===== src/hw/rtl/rde_pkg.sv =====
// Shared constants, types and index helpers for the reversible deque engine.
package rde_pkg;

    localparam int DEPTH      = 1024;
    localparam int DATA_WIDTH = 16;
    localparam int IDX_W      = (DEPTH > 1) ? $clog2(DEPTH) : 1;
    localparam int CNT_W      = $clog2(DEPTH + 1);
    localparam int SUM_W      = IDX_W + 1;

    localparam int REQ_W   = 3;
    localparam int VALUE_W = 16;
    localparam int STAT_W  = 2;

    typedef logic [IDX_W-1:0]      idx_t;
    typedef logic [CNT_W-1:0]      cnt_t;
    typedef logic [DATA_WIDTH-1:0] data_t;
    typedef logic [REQ_W-1:0]      req_code_t;
    typedef logic [STAT_W-1:0]     status_t;

    localparam req_code_t REQ_LOAD    = 3'd0;
    localparam req_code_t REQ_REVERSE = 3'd1;
    localparam req_code_t REQ_DELETE  = 3'd2;
    localparam req_code_t REQ_DRAIN   = 3'd3;
    localparam req_code_t REQ_CLEAR   = 3'd4;

    localparam status_t ST_OK    = 2'd0;
    localparam status_t ST_ERROR = 2'd1;
    localparam status_t ST_EMPTY = 2'd2;
    localparam status_t ST_FULL  = 2'd3;

    // Store access issued by the controller for the current beat.
    typedef struct packed {
        logic  we;
        idx_t  waddr;
        data_t wdata;
        logic  re;
        idx_t  raddr;
    } rde_mem_cmd_t;

    // Result produced by the current beat; from_mem means the value
    // comes from the store's registered read in the following cycle.
    typedef struct packed {
        logic    valid;
        logic    from_mem;
        logic    last;
        status_t status;
    } rde_rsp_cmd_t;

    // (a + b) mod DEPTH for a, b < DEPTH: one compare and subtract.
    function automatic idx_t wrap_add(idx_t a, idx_t b);
        logic [SUM_W-1:0] sum;
        sum = SUM_W'(a) + SUM_W'(b);
        if (sum >= SUM_W'(DEPTH))
            sum = sum - SUM_W'(DEPTH);
        return sum[IDX_W-1:0];
    endfunction

endpackage


===== src/hw/rtl/rde_ctrl.sv =====
// Pointer and flag state of the deque; decodes one request per accepted beat.
module rde_ctrl
    import rde_pkg::*;
(
    input  logic         clk,
    input  logic         rst_n,
    input  logic         accept,
    input  req_code_t    req_type,
    input  logic [VALUE_W-1:0] load_value,
    output rde_mem_cmd_t mem_cmd,
    output rde_rsp_cmd_t rsp_cmd
);

    idx_t head_reg,  head_next;
    cnt_t count_reg, count_next;
    logic rev_reg,   rev_next;
    logic err_reg,   err_next;

    logic full, empty;
    idx_t tail_slot, back_slot, head_plus1, front_slot;

    always_ff @(posedge clk or negedge rst_n)
    begin
        if (!rst_n)
        begin
            head_reg  <= '0;
            count_reg <= '0;
            rev_reg   <= 1'b0;
            err_reg   <= 1'b0;
        end
        else
        begin
            head_reg  <= head_next;
            count_reg <= count_next;
            rev_reg   <= rev_next;
            err_reg   <= err_next;
        end
    end

    assign full       = (count_reg == CNT_W'(DEPTH));
    assign empty      = (count_reg == '0);
    // tail_slot used only below DEPTH; back_slot also wraps right when full
    assign tail_slot  = wrap_add(head_reg, count_reg[IDX_W-1:0]);
    assign back_slot  = wrap_add(head_reg, count_reg[IDX_W-1:0] - idx_t'(1));
    assign head_plus1 = wrap_add(head_reg, idx_t'(1));
    assign front_slot = rev_reg ? back_slot : head_reg;

    always_comb
    begin
        head_next  = head_reg;
        count_next = count_reg;
        rev_next   = rev_reg;
        err_next   = err_reg;
        mem_cmd    = '0;
        rsp_cmd    = '0;
        mem_cmd.waddr = tail_slot;
        mem_cmd.wdata = DATA_WIDTH'(load_value);
        mem_cmd.raddr = front_slot;

        if (accept)
        begin
            unique case (req_type)
                REQ_LOAD:
                begin
                    if (full)
                    begin
                        rsp_cmd.valid  = 1'b1;
                        rsp_cmd.status = ST_FULL;
                    end
                    else
                    begin
                        mem_cmd.we = 1'b1;
                        count_next = count_reg + cnt_t'(1);
                    end
                end
                REQ_REVERSE:
                    rev_next = !rev_reg;
                REQ_DELETE:
                begin
                    if (!err_reg)
                    begin
                        if (empty)
                            err_next = 1'b1;
                        else
                        begin
                            if (!rev_reg)
                                head_next = head_plus1;
                            count_next = count_reg - cnt_t'(1);
                        end
                    end
                end
                REQ_DRAIN:
                begin
                    rsp_cmd.valid = 1'b1;
                    if (err_reg)
                        rsp_cmd.status = ST_ERROR;
                    else if (empty)
                        rsp_cmd.status = ST_EMPTY;
                    else
                    begin
                        mem_cmd.re       = 1'b1;
                        rsp_cmd.from_mem = 1'b1;
                        rsp_cmd.last     = (count_reg == cnt_t'(1));
                        rsp_cmd.status   = ST_OK;
                        if (!rev_reg)
                            head_next = head_plus1;
                        count_next = count_reg - cnt_t'(1);
                    end
                end
                REQ_CLEAR:
                begin
                    head_next  = '0;
                    count_next = '0;
                    rev_next   = 1'b0;
                    err_next   = 1'b0;
                end
                default:
                begin
                end
            endcase
        end
    end

endmodule


===== config.mk =====
export PLATFORM = sky130hd
export DESIGN_NAME = rde_ctrl
export DESIGN_NICKNAME = d
export VERILOG_FILES = /design/src/hw/rtl/rde_pkg.sv /design/src/hw/rtl/rde_ctrl.sv
export SDC_FILE = /design/constraint.sdc
export NUM_CORES = 1
export LEC_CHECK = 0
export BUFFER_PORTS_ARGS = -buffer_cell sky130_fd_sc_hd__buf_2
export CAP_MARGIN = 0
export CORE_ASPECT_RATIO = 1.1
export CORE_UTILIZATION = 50
export DETAILED_ROUTE_END_ITERATION = 12
export PLACE_DENSITY = 0.77
export SLEW_MARGIN = 20
export SYNTH_ARGS = -nofsm -noshare
export SYNTH_HDL_FRONTEND = slang
export SYNTH_SLANG_ARGS = --single-unit

===== constraint.sdc =====
create_clock -name clk -period 3 [get_ports clk]
set_input_delay 0.3 -clock clk [delete_from_list [all_inputs] [get_ports clk]]
set_output_delay 0.3 -clock clk [all_outputs]
set_load 0.05 [all_outputs]

==> results.json <==
{
  "total_power_mw": 4.43,
  "grt_first_pass_wirelength_um": 11800,
  "synth_seq_area_share_pct": 20.9,
  "final.setup.worst_slack_ps": -81.1,
  "drtIter0Drc": 277,
  "syn_area_um2": 2750,
  "route.detailed.drc": 0,
  "grt_max_degree": 24,
  "synth_warnings": 0,
  "crit_arrival_ps": 2780,
  "synth_area_leader_cell": "dfrtp_1",
  "wl_um": 7580,
  "layout.nets": 432,
  "fin_crit_sh_pct": 103,
  "post-dp-hpwl_um": 5270,
  "status": "complete, but fails checks",
  "grt_pass1_vias": 2553,
  "holdCritPathClass": "input port to asynchronous set/reset pin",
  "drive_gt1_share_pct": 31.3,
  "synth_cells": 348,
  "dp_cells": 434,
  "vdd_drop_max_uv": 735,
  "dieArea_um2": 5800,
  "avgSynthCellArea_um2": 7.91,
  "ant_nets": 0,
  "synth.distinct_cells": 61,
  "slowest_delay_ps": 420,
  "multi_input_area_um2": 2100,
  "numCtsBuffers": 3,
  "setup_violations": 2,
  "final_cell_mix": "buf_4, nor2_1, o21ai_0, buf_2, nand2_1",
  "die_h_um": 79.8,
  "crit_fanout": 4,
  "final.fill_count": 396,
  "io_pins": 65,
  "violations": "negative hold slack, negative setup slack",
  "diodes": 0,
  "htree_levels": 1,
  "cap_viol_max_count": 0,
  "final_core_util_pct": 65.3,
  "largest_register_ffs": 11,
  "drv_slew": 0,
  "synthTopCellsByArea": "dfrtp_1, ha_1, xnor2_1, buf_4, o21ai_0",
  "worstPathCellList": "nor3_4 -> nand3b_1 -> xnor2_2 -> ha_4 -> a21oi_4 -> nand2_1 -> o31ai_2 -> xnor2_1 -> nand2_2 -> xnor2_4 -> buf_6",
  "fin_worst_skew_ps": 4.12,
  "path_class": "register to output port",
  "ys_ff_latch": 23,
  "wl_per_cell_um": 16.7,
  "critPathCaptureType": "output port",
  "via_per_inst": 6.07,
  "ctsHoldBuffers": 0,
  "die_x_um": 72.7,
  "initial_utilization_pct": 53.6,
  "grtUsageTotal_pct": 26.0,
  "reg2reg_from": "count_reg[8]",
  "numPortBuffers": 32,
  "grt_overflow": 0,
  "critPathLaunchType": "register",
  "vias": 2763,
  "rsz0062_at_grt": "true",
  "crit_slowest_cell": "dfrtp_1",
  "async_flop_share_pct": 100,
  "slew_headroom_pct": 55.5,
  "min_period_ps": 3080,
  "synth_nets": 396,
  "regArea_um2": 577,
  "hold_viol_final": 15,
  "rows": 27,
  "core-area_um2": 5130,
  "holdWs_ps": -7.49,
  "gp_congestion": 0.955,
  "final_area_um2": 3350,
  "crit_start": "count_reg[2]",
  "path_clk_slew_ps": 90,
  "clock-root-buffer": "clkbuf_8",
  "required_ps": 2700,
  "synth-edff-count": 0,
  "clock-sinks": 23,
  "layout_commonest_cell": "buf_4",
  "tightestPinTransition_ps": 665,
  "fmax_ghz": 0.325,
  "firstDrtPassIters": 5,
  "area_growth_pct": 21.9,
  "insertion_delay_ps": 280,
  "instances_no_fill": 455,
  "leakage_nw": 1.54,
  "yosysTopAreaCellShare_pct": 20.9,
  "yosys_most_used_dff": "dfrtp_1",
  "clockBufferDepth": 2,
  "antenna_found_initial": 0,
  "power.density_nw_per_um2": 1320,
  "dpl-instance-area_um2": 2930,
  "cts_tree": "done"
}
cell families (layout without fill, tap and decap cells):
logic type | count (synthesis) | in the layout | synth area share (%)
and+or+nand+nor | 117 | 117 | 22.1
AOI/OAI and AO/OA | 95 | 95 | 22.1
buffers and inverters | 53 | 88 | 11.1
adders and majority gates | 26 | 26 | 12.4
xor gates and xnor gates | 26 | 26 | 8.28
DFF | 23 | 23 | 20.9
muxes | 8 | 8 | 3.18
metrics by stage:
step	TNS, ps	setup slack (ps)
2_1_floorplan	-64.7	-64.7
3_3_place_gp	0	62.5
3_5_place_dp	-74.9	-74.9
4_1_cts	-53.2	-53.2
5_1_grt	-626	-223
6_report	-142	-81.1
synth_stat cells, types with 2 or more instances:
library cell   n
nor2_1        26
nand2_1       27
o211ai_1       2
and2_1         5
fa_1           2
nand3_1       16
o31ai_1       11
a31oi_1        4
mux2_2         6
inv_1         14
nor3_1         9
o22ai_1        4
dfrtp_1       23
buf_6          3
mux2i_1        2
nor2b_1        6
clkbuf_1       5
o2bb2ai_1      2
and3_1         5
a21oi_1       22
and4_1         2
a21o_1         5
nand3b_1       2
xnor2_1       19
a22oi_1        2
a21boi_0       2
o21ai_0       26
nand2b_1       4
ha_1          24
nor4_1         2
xor2_1         7
buf_4         18
buf_2         11
o21bai_1       2
nand4_1        2
layout make-up:
cell class / count / share of cell area (%)
Clock buffer: 3 / 1.23
Tap cell: 72 / 2.69
Inverter: 15 / 1.68
Sequential cell: 23 / 17.2
Timing Repair Buffer: 69 / 14.5
Multi-Input combinational cell: 272 / 62.6
Clock inverter: 1 / 0.149
report_power, final:
part | internal [mW] | switching [mW]
logic | 1.48 | 2.15
registers | 0.412 | 0.192
clock network | 0.0932 | 0.110
total | 1.99 | 2.45
layer usage:
metal	share of wire (%)	wire length, um	global-route usage, %
met1	40	3060	32.1
met2	49	3740	44.4
met3	6.9	522	3.54
met4	3.3	253	12.0
met5	0	0	0
final timing paths:
check	to	slack [ps]	depth (start not counted)
worst max-delay path	mem_cmd[9]	-80	11
worst max register to register	head_reg[5]	1080	6
min in group clk	rev_reg	370	2
worst min-delay path	rev_reg	-7	1
worst min register to register	head_reg[0]	580	1
max in group asynchronous	head_reg[0]	2630	1
critical path: cells and delay by family (launching register included):
kind	cells	cell delay, ps
xor+xnor	3	640
simple gates	4	640
flops	1	420
compound gates	2	380
fa+ha+maj	1	260
buf+inv	1	170
timing repair:
| action | in CTS | in global routing |
|---|---|---|
| setup buffers | 9 | 8 |
| pin swaps | 17 | 25 |
| hold endpoints to repair | 0 | 0 |
| gates cloned | 0 | 0 |
| resized for setup | 26 | 32 |
| endpoints found under the setup margin | 5 | 8 |
Power figures use the tool's default switching activity.
